## config.mk

```make
export PLATFORM = sky130hd
export DESIGN_NAME = xor_checked_frame_receiver
export DESIGN_NICKNAME = d
export VERILOG_FILES = /design/src/design/xcfr_pkg.sv /design/src/design/xcfr_csr.sv /design/src/design/xcfr_parser.sv /design/src/design/xcfr_rsp_reg.sv /design/src/design/xor_checked_frame_receiver.sv
export SDC_FILE = /design/constraint.sdc
export NUM_CORES = 1
export LEC_CHECK = 0
export BUFFER_PORTS_ARGS = -buffer_cell sky130_fd_sc_hd__buf_2
export CORE_AREA = 4 4 150 108
export CTS_CLUSTER_DIAMETER = 200
export DETAILED_ROUTE_END_ITERATION = 16
export DIE_AREA = 0 0 154 112
export SLEW_MARGIN = 20
export SYNTH_ARGS = -nofsm -noshare
export SYNTH_HDL_FRONTEND = slang
export SYNTH_SLANG_ARGS = --single-unit
export TNS_END_PERCENT = 1
```

## constraint.sdc

```tcl
create_clock -name clock -period 5.6 [get_ports clock]
set_input_delay 1.12 -clock clock [delete_from_list [all_inputs] [get_ports clock]]
set_output_delay 1.12 -clock clock [all_outputs]
set_load 0.03 [all_outputs]
```

## src/design/xcfr_pkg.sv

```systemverilog
// Shared types and constants for the XOR-checked frame receiver.
// No dependencies; used by every module of the block.
package xcfr_pkg;

   // Item opcodes
   localparam logic OP_BYTE = 1'b0;
   localparam logic OP_TICK = 1'b1;

   // Result kinds
   localparam logic [1:0] KIND_DATA    = 2'd0;
   localparam logic [1:0] KIND_GOOD    = 2'd1;
   localparam logic [1:0] KIND_BADSUM  = 2'd2;
   localparam logic [1:0] KIND_TIMEOUT = 2'd3;

   // Configuration port
   localparam int unsigned CSR_ADDR_WIDTH = 3;
   localparam int unsigned CSR_DATA_WIDTH = 32;
   localparam int unsigned TIMEOUT_WIDTH  = 16;
   localparam logic        REG_TIMEOUT    = 1'b0;   // register index, paddr[2]
   localparam logic [TIMEOUT_WIDTH-1:0] TIMEOUT_RESET = 16'd1000;

   localparam int unsigned TICK_COUNTER_WIDTH_DEFAULT = 16;

   typedef struct packed {
      logic       opcode;
      logic [7:0] rx_byte;
   } req_type;

   typedef struct packed {
      logic [1:0] result_kind;
      logic [7:0] data_byte;
      logic [7:0] frame_type;
      logic [7:0] command_type;
      logic [7:0] payload_length;
      logic       last_of_frame;
   } rsp_type;

   // Result produced by the parser for the item accepted this cycle
   typedef struct packed {
      logic    valid;
      rsp_type data;
   } emit_type;

endpackage

```

## src/design/xcfr_csr.sv

```systemverilog
// Configuration register file: byte timeout limit behind an APB-style port.
// Depends on xcfr_pkg.
module xcfr_csr (
   input  logic                                   clock,
   input  logic                                   reset,
   input  logic                                   csr_psel,
   input  logic                                   csr_penable,
   input  logic                                   csr_pwrite,
   input  logic [xcfr_pkg::CSR_ADDR_WIDTH-1:0]    csr_paddr,
   input  logic [xcfr_pkg::CSR_DATA_WIDTH-1:0]    csr_pwdata,
   output logic [xcfr_pkg::CSR_DATA_WIDTH-1:0]    csr_prdata,
   output logic                                   csr_pready,
   output logic [xcfr_pkg::TIMEOUT_WIDTH-1:0]     timeout_ticks
);

   logic [xcfr_pkg::TIMEOUT_WIDTH-1:0] timeout_ff, timeout_in;
   logic                               hit_timeout;

   // low two address bits select a byte lane and are ignored
   assign hit_timeout = (csr_paddr[2] == xcfr_pkg::REG_TIMEOUT);

   always_comb begin
      timeout_in = timeout_ff;
      if (csr_psel && csr_penable && csr_pwrite && hit_timeout) begin
         timeout_in = csr_pwdata[xcfr_pkg::TIMEOUT_WIDTH-1:0];
      end
   end

   always_ff @(posedge clock) begin
      if (reset) begin
         timeout_ff <= xcfr_pkg::TIMEOUT_RESET;
      end else begin
         timeout_ff <= timeout_in;
      end
   end

   assign csr_pready    = 1'b1;
   assign csr_prdata    = hit_timeout ?
                          xcfr_pkg::CSR_DATA_WIDTH'(timeout_ff) : '0;
   assign timeout_ticks = timeout_ff;

endmodule

```

## src/design/xcfr_parser.sv

```systemverilog
// Frame state machine: holds frame fields, running XOR and inter-byte wait
// counter, and forms the result for each accepted request. Depends on xcfr_pkg.
module xcfr_parser #(
   parameter int unsigned TICK_COUNTER_WIDTH = xcfr_pkg::TICK_COUNTER_WIDTH_DEFAULT
) (
   input  logic                               clock,
   input  logic                               reset,
   input  logic                               accept,
   input  xcfr_pkg::req_type                  item,
   input  logic [xcfr_pkg::TIMEOUT_WIDTH-1:0] timeout_ticks,
   output xcfr_pkg::emit_type                 emit
);

   localparam int unsigned CmpWidth = (TICK_COUNTER_WIDTH > xcfr_pkg::TIMEOUT_WIDTH) ?
                                      TICK_COUNTER_WIDTH : xcfr_pkg::TIMEOUT_WIDTH;

   typedef enum logic [2:0] {
      PH_IDLE    = 3'd0,
      PH_NUMBER  = 3'd1,
      PH_COMMAND = 3'd2,
      PH_LENGTH  = 3'd3,
      PH_PAYLOAD = 3'd4,
      PH_CHECK   = 3'd5
   } phase_type;

   phase_type                       phase_ff, phase_in;
   logic [7:0]                      type_ff, type_in;
   logic [7:0]                      command_ff, command_in;
   logic [7:0]                      length_ff, length_in;
   logic [7:0]                      left_ff, left_in;
   logic [7:0]                      xor_ff, xor_in;
   logic [TICK_COUNTER_WIDTH-1:0]   wait_ff, wait_in;
   logic [TICK_COUNTER_WIDTH-1:0]   wait_inc;
   logic                            timed_out;
   logic [7:0]                      xor_final;
   logic [7:0]                      left_dec;

   assign wait_inc  = (wait_ff != {TICK_COUNTER_WIDTH{1'b1}}) ?
                      wait_ff + TICK_COUNTER_WIDTH'(1) : wait_ff;
   assign timed_out = CmpWidth'(wait_inc) > CmpWidth'(timeout_ticks);
   assign xor_final = xor_ff ^ item.rx_byte;
   assign left_dec  = left_ff - 8'd1;

   always_comb begin
      phase_in   = phase_ff;
      type_in    = type_ff;
      command_in = command_ff;
      length_in  = length_ff;
      left_in    = left_ff;
      xor_in     = xor_ff;
      wait_in    = wait_ff;

      emit                     = '0;
      emit.data.frame_type     = type_ff;
      emit.data.command_type   = command_ff;
      emit.data.payload_length = length_ff;

      if (accept) begin
         if (item.opcode == xcfr_pkg::OP_TICK) begin
            // ticks only count inside a frame; unused codes act as idle
            if (phase_ff != PH_IDLE && phase_ff <= PH_CHECK) begin
               wait_in = wait_inc;
               if (timed_out) begin
                  phase_in                = PH_IDLE;
                  wait_in                 = '0;
                  emit.valid              = 1'b1;
                  emit.data.result_kind   = xcfr_pkg::KIND_TIMEOUT;
                  emit.data.last_of_frame = 1'b1;
               end
            end
         end else begin
            wait_in = '0;
            unique case (phase_ff)
               PH_NUMBER: begin
                  phase_in = PH_COMMAND;
               end
               PH_COMMAND: begin
                  command_in = item.rx_byte;
                  xor_in     = xor_final;
                  phase_in   = PH_LENGTH;
               end
               PH_LENGTH: begin
                  length_in = item.rx_byte;
                  left_in   = item.rx_byte;
                  xor_in    = xor_final;
                  phase_in  = (item.rx_byte == 8'd0) ? PH_CHECK : PH_PAYLOAD;
               end
               PH_PAYLOAD: begin
                  xor_in                = xor_final;
                  left_in               = left_dec;
                  if (left_dec == 8'd0) begin
                     phase_in = PH_CHECK;
                  end
                  emit.valid            = 1'b1;
                  emit.data.result_kind = xcfr_pkg::KIND_DATA;
                  emit.data.data_byte   = item.rx_byte;
               end
               PH_CHECK: begin
                  xor_in                  = xor_final;
                  phase_in                = PH_IDLE;
                  emit.valid              = 1'b1;
                  emit.data.result_kind   = (xor_final == 8'd0) ?
                                            xcfr_pkg::KIND_GOOD : xcfr_pkg::KIND_BADSUM;
                  emit.data.last_of_frame = 1'b1;
               end
               default: begin
                  // idle or unused code: this byte is the frame type
                  type_in    = item.rx_byte;
                  command_in = 8'd0;
                  length_in  = 8'd0;
                  left_in    = 8'd0;
                  xor_in     = item.rx_byte;
                  phase_in   = PH_NUMBER;
               end
            endcase
         end
      end
   end

   always_ff @(posedge clock) begin
      if (reset) begin
         phase_ff   <= PH_IDLE;
         type_ff    <= 8'd0;
         command_ff <= 8'd0;
         length_ff  <= 8'd0;
         left_ff    <= 8'd0;
         xor_ff     <= 8'd0;
         wait_ff    <= '0;
      end else begin
         phase_ff   <= phase_in;
         type_ff    <= type_in;
         command_ff <= command_in;
         length_ff  <= length_in;
         left_ff    <= left_in;
         xor_ff     <= xor_in;
         wait_ff    <= wait_in;
      end
   end

endmodule

```

## src/design/xcfr_rsp_reg.sv

```systemverilog
// Result register: holds one result until the consumer takes it and
// frees the request side while it drains. Depends on xcfr_pkg.
module xcfr_rsp_reg (
   input  logic               clock,
   input  logic               reset,
   input  logic               accept,
   input  xcfr_pkg::emit_type emit,
   output logic               load_ok,
   output logic               rsp_valid,
   input  logic               rsp_ready,
   output xcfr_pkg::rsp_type  rsp_data
);

   logic              valid_ff, valid_in;
   xcfr_pkg::rsp_type data_ff, data_in;

   assign load_ok = !valid_ff || rsp_ready;

   always_comb begin
      valid_in = valid_ff;
      data_in  = data_ff;
      if (valid_ff && rsp_ready) begin
         valid_in = 1'b0;
      end
      if (accept && emit.valid) begin
         valid_in = 1'b1;
         data_in  = emit.data;
      end
   end

   always_ff @(posedge clock) begin
      if (reset) begin
         valid_ff <= 1'b0;
      end else begin
         valid_ff <= valid_in;
      end
      data_ff <= data_in;
   end

   assign rsp_valid = valid_ff;
   assign rsp_data  = data_ff;

endmodule

```

## src/design/xor_checked_frame_receiver.sv

```systemverilog
// XOR-checked frame receiver: top level. Depends on xcfr_pkg, xcfr_csr,
// xcfr_parser and xcfr_rsp_reg.
//
// Takes one request per cycle, each either a received byte or a time tick,
// and parses frames of the form type, number, command, length, payload,
// check byte. Every payload byte comes out as a result at once; the check
// byte yields frame good (XOR of all bytes but the frame number is zero) or
// checksum error; too many ticks between bytes of a frame abort it with a
// timeout result. The frame state updates at the accepting edge and any
// result lands in a single result register, so a result shows in the cycle
// after its request is taken; throughput is one request per cycle as long
// as results are taken. req_ready drops only while a result is held and
// rsp_ready is low. byte_timeout_ticks (register 0, byte address 0, reset
// 1000) should be changed only while the block is idle.
module xor_checked_frame_receiver #(
   parameter int unsigned TICK_COUNTER_WIDTH = xcfr_pkg::TICK_COUNTER_WIDTH_DEFAULT
) (
   input  logic                                clock,
   input  logic                                reset,
   // request channel
   input  logic                                req_valid,
   output logic                                req_ready,
   input  xcfr_pkg::req_type                   req_data,
   // result channel
   output logic                                rsp_valid,
   input  logic                                rsp_ready,
   output xcfr_pkg::rsp_type                   rsp_data,
   // configuration port
   input  logic                                csr_psel,
   input  logic                                csr_penable,
   input  logic                                csr_pwrite,
   input  logic [xcfr_pkg::CSR_ADDR_WIDTH-1:0] csr_paddr,
   input  logic [xcfr_pkg::CSR_DATA_WIDTH-1:0] csr_pwdata,
   output logic [xcfr_pkg::CSR_DATA_WIDTH-1:0] csr_prdata,
   output logic                                csr_pready
);

   logic [xcfr_pkg::TIMEOUT_WIDTH-1:0] timeout_ticks;
   logic                               accept;
   logic                               load_ok;
   xcfr_pkg::emit_type                 emit;

   // a request is taken whenever the result register can absorb its result
   assign req_ready = load_ok;
   assign accept    = req_valid && load_ok;

   xcfr_csr u_csr (
      .clock         (clock),
      .reset         (reset),
      .csr_psel      (csr_psel),
      .csr_penable   (csr_penable),
      .csr_pwrite    (csr_pwrite),
      .csr_paddr     (csr_paddr),
      .csr_pwdata    (csr_pwdata),
      .csr_prdata    (csr_prdata),
      .csr_pready    (csr_pready),
      .timeout_ticks (timeout_ticks)
   );

   // frame state machine; result forms combinationally from the request
   xcfr_parser #(
      .TICK_COUNTER_WIDTH (TICK_COUNTER_WIDTH)
   ) u_parser (
      .clock         (clock),
      .reset         (reset),
      .accept        (accept),
      .item          (req_data),
      .timeout_ticks (timeout_ticks),
      .emit          (emit)
   );

   // result register decouples the consumer from the parser
   xcfr_rsp_reg u_rsp_reg (
      .clock     (clock),
      .reset     (reset),
      .accept    (accept),
      .emit      (emit),
      .load_ok   (load_ok),
      .rsp_valid (rsp_valid),
      .rsp_ready (rsp_ready),
      .rsp_data  (rsp_data)
   );

endmodule

```

==> results.py, run 1 <==
metrics = {
    "outcome": {
        "outcome": "complete, no violations",
    },
    "floorplanning": {
        "io_pins": 121,
        "core_um2": 14700,
        "initial_core_util_pct": 37.6,
        "die_h_um": 112,
        "row_count": 37,
        "die_w_um": 154,
        "die_area_um2": 17200,
    },
    "sta": {
        "slew_violations": 0,
        "finalHoldViolCount": 0,
        "setup_tns_ps": 0,
        "period_share_pct": 72.5,
        "post-route-min-period_ps": 4060,
        "setup_viol": 0,
        "maxSlewHeadroom_pct": 39.4,
        "worst_pin_slew_ps": 903,
        "rsz0062_at_grt": "no",
        "skew_ps": 7.00,
        "max_freq_mhz": 246,
        "fin_ws_ps": 1540,
    },
    "synth": {
        "ys.flop_type": "dfxtp_1",
        "synth.distinct_cells": 61,
        "async_reset_ff_share_pct": 0,
        "yosys-top-cells-count": "nand2_1, dfxtp_1, a21oi_1",
        "synth-edff-count": 35,
        "synth_warnings": 0,
        "yosysTopAreaCell": "dfxtp_1",
        "syn_area_per_cell_um2": 8.94,
        "yosys.area.top_type_share_pct": 27.5,
        "yosysMostFrequentCell": "nand2_1",
        "synth_seq_area_share_pct": 46.6,
        "syn_inst": 618,
        "netlist_area_um2": 5520,
        "synth_seq_cells": 111,
        "yosys-top-cells-area": "dfxtp_1, edfxtp_1, nand2_1",
    },
    "setup_path": {
        "reg2regPathDepth": 10,
        "critPathCapture": "u_rsp_reg.rsp_data[8]$_DFFE_PP_",
        "crit_path_start": "u_parser.wait_ff[3]$_SDFFE_PP0P_",
        "rr_endpoint": "u_rsp_reg.rsp_data[8]$_DFFE_PP_",
        "worstPathRequired_ps": 5610,
        "path_cells": "nand4_1 -> nor4_1 -> and3_1 -> a31oi_1 -> ha_1 -> nand4_1 -> a2111o_1 -> a31o_2 -> o31ai_4 -> buf_4",
        "slowest_stage": "nor4_1",
        "crit_top_cell": "nand4_1",
        "end_kind": "flop",
        "slowest_delay_ps": 730,
        "r2r_slack_ps": 1540,
        "worstSetupPathType": "reg -> reg",
        "cp.arrival_ps": 4070,
        "cp-start-kind": "flop",
        "worst-path-max-fanout": 32,
        "r2r_start": "u_parser.wait_ff[3]$_SDFFE_PP0P_",
    },
    "route": {
        "routedWlPerCell_um": 15.5,
        "drtAntennaViolNets": 0,
        "vias": 4593,
        "drc": 0,
        "drtIter0Drc": 340,
        "detail_route.first_pass.iterations": 5,
        "viasPerCell": 5.21,
        "wirelength_mm": 13.7,
    },
    "clock_tree": {
        "ctsHoldBuffers": 0,
        "htree_levels": 3,
        "clock_path_buffers": 2,
        "cts_tree": "done",
        "clk_pin_slew_ps": 80,
        "cts_root_buf": "clkbuf_16",
        "post_cts_buffers": 0,
        "clkLatencyLatePin_ps": 350,
        "cts_resized": 0,
        "cts_sinks": 111,
        "numCtsBuffers": 9,
    },
    "global_routing": {
        "grt_pass1_vias": 4207,
        "grt_first_pass_wirelength_mm": 21.8,
        "track_usage_pct": 15.5,
        "antenna_found_initial": 0,
        "overflow": 0,
        "grt_start_max_net_pins": 61,
    },
    "finish": {
        "num_antenna_cells": 0,
        "fin_nets": 752,
        "drive_above_1_share_pct": 17.8,
        "areaGrowthSynthToFinish_pct": 14.2,
    },
    "placement": {
        "place_congestion": 0.830,
        "portBuffers": 85,
        "pre_cts_slack_ps": 1590,
        "hpwl_mm": 9.93,
    },
    "power_and_ir_drop": {
        "p_per_area_nw_per_um2": 257,
        "leakagePower_nw": 2.46,
        "ir_drop_mv": 0.149,
    },
    "run": {
        "maxCapViolations": 0,
    },
    "worst_hold_path": {
        "hold_path_class": "reg -> reg",
    },
}
-- cells in the final DEF (no fill, tap or decap), drive strengths merged, types with 2 or more instances in the layout --
master and instances:
a21o 2, o31ai 4, dfxtp 76, or3 8, o21a 5, and3 13
xnor2 13, or2 2, edfxtp 35, nand2 98, buf 88, nor4 4
o41ai 2, nor2b 4, and2 14, ha 19, clkinv 3, nor2 44
a22o 2, o21ai 15, a31o 3, mux2 3, nand2b 9, conb 17
a22oi 10, nor3 14, mux2i 4, clkbuf 9, and4 4, a31oi 10
xor2 11, inv 27, a21oi 51, nand4 10, a211oi 5, nand3 23
a2bb2oi 2, o211ai 10
-- worst max-delay path, delay by kind of cell, from the launching register on --
kind                       cells  cell delay [ps]
and+or+nand+nor                4             1430
AOI/OAI and AO/OA              4             1030
DFF                            1              470
buffers and inverters          1              430
adders and majority gates      1              330
-- worst min path at each step --
stage                                             start  cells after the start                                to
finish                 u_parser.type_ff[6]$_SDFFE_PP0P_                      0  u_rsp_reg.rsp_data[23]$_DFFE_PP_
global route           u_parser.type_ff[6]$_SDFFE_PP0P_                      0  u_rsp_reg.rsp_data[23]$_DFFE_PP_
CTS                    u_parser.type_ff[5]$_SDFFE_PP0P_                      0  u_rsp_reg.rsp_data[22]$_DFFE_PP_
detailed placement  u_parser.command_ff[0]$_SDFFE_PP0P_                      0   u_rsp_reg.rsp_data[9]$_DFFE_PP_
global placement       u_parser.type_ff[6]$_SDFFE_PP0P_                      0  u_rsp_reg.rsp_data[23]$_DFFE_PP_
floorplan            u_parser.length_ff[2]$_SDFFE_PP0P_                      0   u_rsp_reg.rsp_data[3]$_DFFE_PP_
-- flip-flops by register name, summed over array words and instances (netlist names) --
name / cells
u_parser.command_ff: 8
u_rsp_reg.rsp_valid: 1
u_csr.timeout_ticks: 16
u_parser.wait_ff: 16
u_parser.phase_ff: 3
u_rsp_reg.rsp_data: 35
u_parser.type_ff: 8
u_parser.left_ff: 8
u_parser.xor_ff: 8
u_parser.length_ff: 8
-- layer usage --
layer | vias to the layer above | routed length [um] | track usage [%] | part of all wire [%]
li1 | 2275 | - | - | -
met4 | 0 | 149 | 3.82 | 1.1
met3 | 11 | 802 | 3.03 | 5.9
met1 | 2173 | 6830 | 22.9 | 50
met2 | 134 | 5880 | 23.3 | 43
met5 | - | 0 | 0 | 0
-- per-stage QoR --
stage | cells | utilization [%] | power (mW) | cell area [um^2] | hold WS (ps)
after floorplan | 633 | - | 0.980 | 5580 | 408
after CTS | 882 | 43.0 | 1.63 | 6300 | 435
after detailed placement | 866 | 41.0 | 1.01 | 6020 | 419
after global routing | 882 | 43.0 | 1.68 | 6310 | 441
after global placement | 866 | 41.0 | 1.01 | 6010 | 413
final | 882 | 43.0 | 1.62 | 6310 | 434
-- final cells by class --
cell class              instances  area (um^2)
clock buffers                   9          225
well taps                     195          244
clock inverters                 7         61.3
inverters                      23         86.3
multi-input cells             449         2670
fillers                      1400         8370
flip-flops and latches        111         2570
repair buffers                 88          448
-- report_power, final --
group	leakage (nW)	switching (mW)	total, mW	internal, mW
Sequential	0.931	0.0103	0.846	0.836
Combinational	1.38	0.104	0.149	0.0449
Clock	0.142	0.311	0.623	0.312
-- kinds of logic after synthesis --
family	after synthesis	share of synthesized area (%)
compound gates	129	15.2
xor+xnor	24	3.81
fa+ha+maj	19	4.30
buf+inv	73	6.52
flops	111	46.6
mux	7	1.34
other cells	2	0.136
simple gates	253	22.2
Power figures use the tool's default switching activity.
==> run 2: changes to the inputs <==
--- a/config.mk
+++ b/config.mk
@@ -5,11 +5,12 @@
 export SDC_FILE = /design/constraint.sdc
 export NUM_CORES = 1
 export LEC_CHECK = 0
+export ABC_AREA = 1
 export BUFFER_PORTS_ARGS = -buffer_cell sky130_fd_sc_hd__buf_2
-export CORE_AREA = 4 4 150 108
+export CORE_AREA = 4 4 149 108
 export CTS_CLUSTER_DIAMETER = 200
 export DETAILED_ROUTE_END_ITERATION = 16
-export DIE_AREA = 0 0 154 112
+export DIE_AREA = 0 0 153 112
 export SLEW_MARGIN = 20
 export SYNTH_ARGS = -nofsm -noshare
 export SYNTH_HDL_FRONTEND = slang
==> constraint.sdc (replaced) <==
create_clock -name clock -period 3.76 [get_ports clock]
set_input_delay 0.752 -clock clock [delete_from_list [all_inputs] [get_ports clock]]
set_output_delay 0.752 -clock clock [all_outputs]
set_load 0.03 [all_outputs]
==> results.py, run 2 <==
metrics = {
    "outcome": {
        "outcome": "complete, no violations",
    },
    "floorplanning": {
        "core_um2": 14500,
        "row_count": 37,
        "die_area_um2": 17100,
        "io_pins": 121,
        "die_w_um": 153,
        "die_h_um": 112,
        "initial_core_util_pct": 37.9,
    },
    "worst_hold_path": {
        "hold_path_class": "reg -> reg",
    },
    "clock_tree": {
        "ctsHoldBuffers": 0,
        "clk_pin_slew_ps": 80,
        "post_cts_buffers": 0,
        "htree_levels": 3,
        "clkLatencyLatePin_ps": 340,
        "cts_root_buf": "clkbuf_16",
        "numCtsBuffers": 9,
        "cts_tree": "done",
        "cts_resized": 0,
        "clock_path_buffers": 2,
        "cts_sinks": 111,
    },
    "setup_path": {
        "worst-path-max-fanout": 13,
        "slowest_delay_ps": 440,
        "crit_top_cell": "nand2_1",
        "end_kind": "flop",
        "worstPathRequired_ps": 3810,
        "cp-start-kind": "flop",
        "cp.arrival_ps": 3370,
        "slowest_stage": "dfxtp_1",
        "critPathTopFamily": "simple AND/OR/NAND/NOR gates",
        "path_cells": "ha_1 -> nand2_1 -> nor2_2 -> nand2_1 -> nor2_2 -> inv_1 -> nor2_1 -> nor2_1 -> ha_1 -> nand2_1 -> nand2_1 -> nand2_1 -> nand2_1 -> nand2_1 -> nand2_1 -> nand2_1 -> nand2_1 -> nand3_1 -> nand2_1 -> buf_4",
        "worstSetupPathType": "reg -> reg",
        "crit_buf_inv": 2,
    },
    "synth": {
        "syn_inst": 679,
        "netlist_area_um2": 5510,
        "yosysTopAreaCell": "dfxtp_1",
        "synth_seq_cells": 111,
        "synth.distinct_cells": 38,
        "yosys-top-cells-count": "nand2_1, nor2_1, dfxtp_1",
        "yosysMostFrequentCell": "nand2_1",
        "syn_area_per_cell_um2": 8.11,
        "ys.flop_type": "dfxtp_1",
        "yosys.area.top_type_share_pct": 27.6,
        "async_reset_ff_share_pct": 0,
        "synth_seq_area_share_pct": 46.7,
        "synth-edff-count": 35,
        "synth_warnings": 0,
        "yosys-top-cells-area": "dfxtp_1, edfxtp_1, nand2_1",
    },
    "power_and_ir_drop": {
        "leakagePower_nw": 2.80,
        "ir_drop_mv": 0.203,
        "p_per_area_nw_per_um2": 398,
    },
    "global_routing": {
        "grt.met3_usage_pct": 2.99,
        "antenna_found_initial": 0,
        "grt_first_pass_wirelength_mm": 21.5,
        "use_met2_pct": 22.3,
        "use_met1_pct": 23.3,
        "track_usage_pct": 15.1,
        "grt_start_max_net_pins": 46,
        "overflow": 0,
        "top_usage_layer": "met1",
        "grt_pass1_vias": 4147,
    },
    "route": {
        "drtIter0Drc": 293,
        "detail_route.first_pass.iterations": 5,
        "routedWlPerCell_um": 13.8,
        "drc": 0,
        "viasPerCell": 4.75,
        "wirelength_mm": 13.2,
        "drtAntennaViolNets": 0,
        "vias": 4550,
    },
    "placement": {
        "pre_cts_slack_ps": 446,
        "portBuffers": 85,
        "hpwl_mm": 9.84,
        "place_congestion": 0.854,
    },
    "sta": {
        "rsz0062_at_grt": "no",
        "fin_ws_ps": 438,
        "skew_ps": 10.4,
        "finalHoldViolCount": 0,
        "post-route-min-period_ps": 3320,
        "setup_viol": 0,
        "worst_pin_slew_ps": 972,
        "slew_violations": 0,
        "maxSlewHeadroom_pct": 35.1,
        "period_share_pct": 88.3,
        "max_freq_mhz": 301,
        "worst_hold_slack_ps": 428,
        "setup_tns_ps": 0,
    },
    "finish": {
        "final_common_cell": "nand2_1",
        "fin_nets": 827,
        "largest_register_ffs": 35,
        "layout_common_cells": "nand2_1, buf_2, nor2_1",
        "areaGrowthSynthToFinish_pct": 15.6,
        "num_antenna_cells": 0,
        "drive_above_1_share_pct": 20.3,
    },
    "run": {
        "maxCapViolations": 0,
    },
}
run 2: cell families (layout without fill, tap and decap cells):
kind of cell / count (synthesis) / count (layout) / share of synthesized area [%]
AND/OR/NAND/NOR: 296 / 296 / 23.5
AO/OA/AOI/OAI: 125 / 125 / 13.6
flip-flops: 111 / 111 / 46.7
buffers and inverters: 109 / 177 / 9.04
adder cells (fa/ha/maj): 19 / 19 / 4.32
XOR/XNOR: 17 / 17 / 2.70
other: 2 / 17 / 0.136
run 2: final timing paths:
path	slack (ps)	start	endpoint	cells past startpoint
worst max register to register	440	u_parser.wait_ff[0]$_SDFFE_PP0P_	u_rsp_reg.rsp_data[12]$_DFFE_PP_	20
worst min-delay path	430	u_parser.type_ff[0]$_SDFFE_PP0P_	u_rsp_reg.rsp_data[17]$_DFFE_PP_	0
worst min register to register	430	u_parser.type_ff[0]$_SDFFE_PP0P_	u_rsp_reg.rsp_data[17]$_DFFE_PP_	0
worst max-delay path	440	u_parser.wait_ff[0]$_SDFFE_PP0P_	u_rsp_reg.rsp_data[12]$_DFFE_PP_	20
run 2: layout make-up:
cell class,count,area (um^2)
Fill cell,1474,8170
Sequential cell,111,2570
Multi-Input combinational cell,474,2490
Timing Repair Buffer,88,460
Inverter,73,277
Tap cell,195,244
Clock buffer,10,239
Clock inverter,6,82.6
run 2: metrics by stage:
stage	utilization (%)	instances	instance area (um^2)	total power, mW
6_report	43.8	957	6370	2.54
5_1_grt	43.8	957	6370	2.65
4_1_cts	43.8	957	6370	2.57
3_5_place_dp	41.6	941	6050	1.55
3_3_place_gp	41.6	941	6050	1.55
2_1_floorplan	-	694	5560	1.50
run 2: metal layers:
layer  vias up  share of wire (%)
li1       2362                  -
met1      2086                 53
met2        96                 42
met3         6                4.6
met4         0               0.52
met5         -                  0
run 2: power by group:
part           internal, mW  switching (mW)  total (mW)  leakage, nW
sequential             1.26          0.0157        1.27        0.993
clock                 0.551           0.459        1.01        0.154
combinational        0.0717           0.182       0.254         1.66
total                  1.88           0.657        2.54         2.80
==> run 3: changes to the inputs <==
--- a/config.mk
+++ b/config.mk
@@ -11,6 +11,9 @@
 export CTS_CLUSTER_DIAMETER = 200
 export DETAILED_ROUTE_END_ITERATION = 16
 export DIE_AREA = 0 0 153 112
+export HOLD_SLACK_MARGIN = 0.03
+export MAX_ROUTING_LAYER = met4
+export RECOVER_POWER = 50
 export SLEW_MARGIN = 20
 export SYNTH_ARGS = -nofsm -noshare
 export SYNTH_HDL_FRONTEND = slang
==> results.py, run 3 (synthesized netlist as in run 2, its figures left out) <==
metrics = {
    "outcome": {
        "outcome": "complete, no violations",
    },
    "route": {
        "drc": 0,
        "routedWlPerCell_um": 13.8,
        "drtIter0Drc": 278,
        "vias": 4546,
        "detail_route.first_pass.iterations": 7,
        "wirelength_mm": 13.3,
        "viasPerCell": 4.75,
        "drtAntennaViolNets": 0,
    },
    "power_and_ir_drop": {
        "seqPwrFrac_pct": 50.2,
        "combPwrFrac_pct": 9.9,
        "p_total_mw": 2.53,
        "power.switching_mw": 0.656,
        "p_sw_share_pct": 25.9,
        "clock_power_share_pct": 39.9,
        "ir_drop_mv": 0.203,
        "leakagePower_nw": 2.60,
        "p_per_area_nw_per_um2": 403,
        "p_int_mw": 1.88,
    },
    "setup_path": {
        "path_cells": "ha_1 -> nand2_1 -> nor2_2 -> nand2_1 -> nor2_2 -> inv_1 -> nor2_1 -> nor2_1 -> ha_1 -> nand2_1 -> nand2_1 -> nand2_1 -> nand2_1 -> nand2_1 -> nand2_1 -> nand2_1 -> nand2_1 -> nand3_1 -> nand2_1 -> buf_4",
        "crit_top_cell": "nand2_1",
        "worstSetupPathType": "reg -> reg",
        "end_kind": "flop",
        "slowest_delay_ps": 440,
        "worstPathRequired_ps": 3800,
        "cp.arrival_ps": 3380,
        "worst-path-max-fanout": 13,
        "slowest_stage": "dfxtp_1",
        "cp-start-kind": "flop",
    },
    "sta": {
        "max_freq_mhz": 300,
        "slew_violations": 0,
        "period_share_pct": 88.7,
        "setup_viol": 0,
        "worst_pin_slew_ps": 1100,
        "skew_ps": 11.2,
        "post-route-min-period_ps": 3330,
        "worst_hold_slack_ps": 429,
        "rsz0062_at_grt": "no",
        "maxSlewHeadroom_pct": 26.4,
        "setup_tns_ps": 0,
        "finalHoldViolCount": 0,
    },
    "clock_tree": {
        "clock_path_buffers": 2,
        "ctsHoldBuffers": 0,
        "numCtsBuffers": 9,
        "htree_levels": 3,
        "cts_resized": 0,
        "post_cts_buffers": 0,
        "clk_pin_slew_ps": 80,
        "cts_tree": "done",
        "cts_sinks": 111,
        "cts_root_buf": "clkbuf_16",
        "clkLatencyLatePin_ps": 340,
    },
    "run": {
        "maxCapViolations": 0,
    },
    "finish": {
        "num_antenna_cells": 0,
        "areaGrowthSynthToFinish_pct": 14.2,
        "drive_above_1_share_pct": 12.9,
        "fin_nets": 827,
        "final_util_pct": 43.3,
        "layout_common_cells": "nand2_1, nor2_1, dfxtp_1",
        "final_cells": 957,
        "largest_register_ffs": 35,
        "final_common_cell": "nand2_1",
    },
    "floorplanning": {
        "die_w_um": 153,
        "initial_core_util_pct": 37.9,
        "core_um2": 14500,
        "row_count": 37,
        "die_area_um2": 17100,
        "io_pins": 121,
        "die_h_um": 112,
    },
    "global_routing": {
        "antenna_found_initial": 0,
        "grt_pass1_vias": 4150,
        "overflow": 0,
        "grt_start_max_net_pins": 46,
        "track_usage_pct": 15.6,
        "grt_first_pass_wirelength_mm": 21.5,
    },
    "worst_hold_path": {
        "hold_path_class": "reg -> reg",
    },
    "placement": {
        "dp_cells": 941,
        "portBuffers": 85,
        "hpwl_mm": 9.84,
        "place_congestion": 0.867,
    },
}
-- run 3: routing by layer --
metal  global-route usage, %  wire, um  up-vias
met5                       -         0        -
met4                    2.14        55        0
met3                    2.87       553        4
met2                    22.2      5560       94
met1                    23.4      7090     2088
li1                        -         -     2360
-- run 3: final timing paths --
| path | startpoint | to | slack (ps) | cells past startpoint |
|---|---|---|---|---|
| worst max-delay path | u_parser.wait_ff[0]$_SDFFE_PP0P_ | u_rsp_reg.rsp_data[12]$_DFFE_PP_ | 430 | 20 |
| worst min-delay path | u_parser.type_ff[0]$_SDFFE_PP0P_ | u_rsp_reg.rsp_data[17]$_DFFE_PP_ | 430 | 0 |
| worst max register to register | u_parser.wait_ff[0]$_SDFFE_PP0P_ | u_rsp_reg.rsp_data[12]$_DFFE_PP_ | 430 | 20 |
| worst min register to register | u_parser.type_ff[0]$_SDFFE_PP0P_ | u_rsp_reg.rsp_data[17]$_DFFE_PP_ | 430 | 0 |
-- run 3: power groups by stage --
stage | registers, mW | logic (mW) | clock network, mW
final | 1.27 | 0.252 | 1.01
after global routing | 1.28 | 0.282 | 1.09
after CTS | 1.27 | 0.254 | 1.04
after detailed placement | 1.30 | 0.252 | 0
after global placement | 1.30 | 0.250 | 0
after floorplan | 1.30 | 0.202 | 0
-- run 3: critical path: cells and delay by family, from the launching register on --
kind,cells,cell delay [ps]
flops,1,440
simple gates,16,1660
fa+ha+maj,2,490
buf+inv,2,450
-- run 3: area by class of cell --
type | instances | area [um^2]
Clock buffer | 10 | 239
Clock inverter | 6 | 82.6
Fill cell | 1507 | 8250
Inverter | 73 | 277
Multi-Input combinational cell | 474 | 2480
Sequential cell | 111 | 2570
Tap cell | 195 | 244
Timing Repair Buffer | 88 | 397
-- run 3: metrics by stage --
stage / setup WS (ps) / instance area, um^2
CTS: 424 / 6370
floorplan: 482 / 5560
finish: 427 / 6290
detailed placement: 446 / 6050
global route: 53.0 / 6290
global placement: 466 / 6050
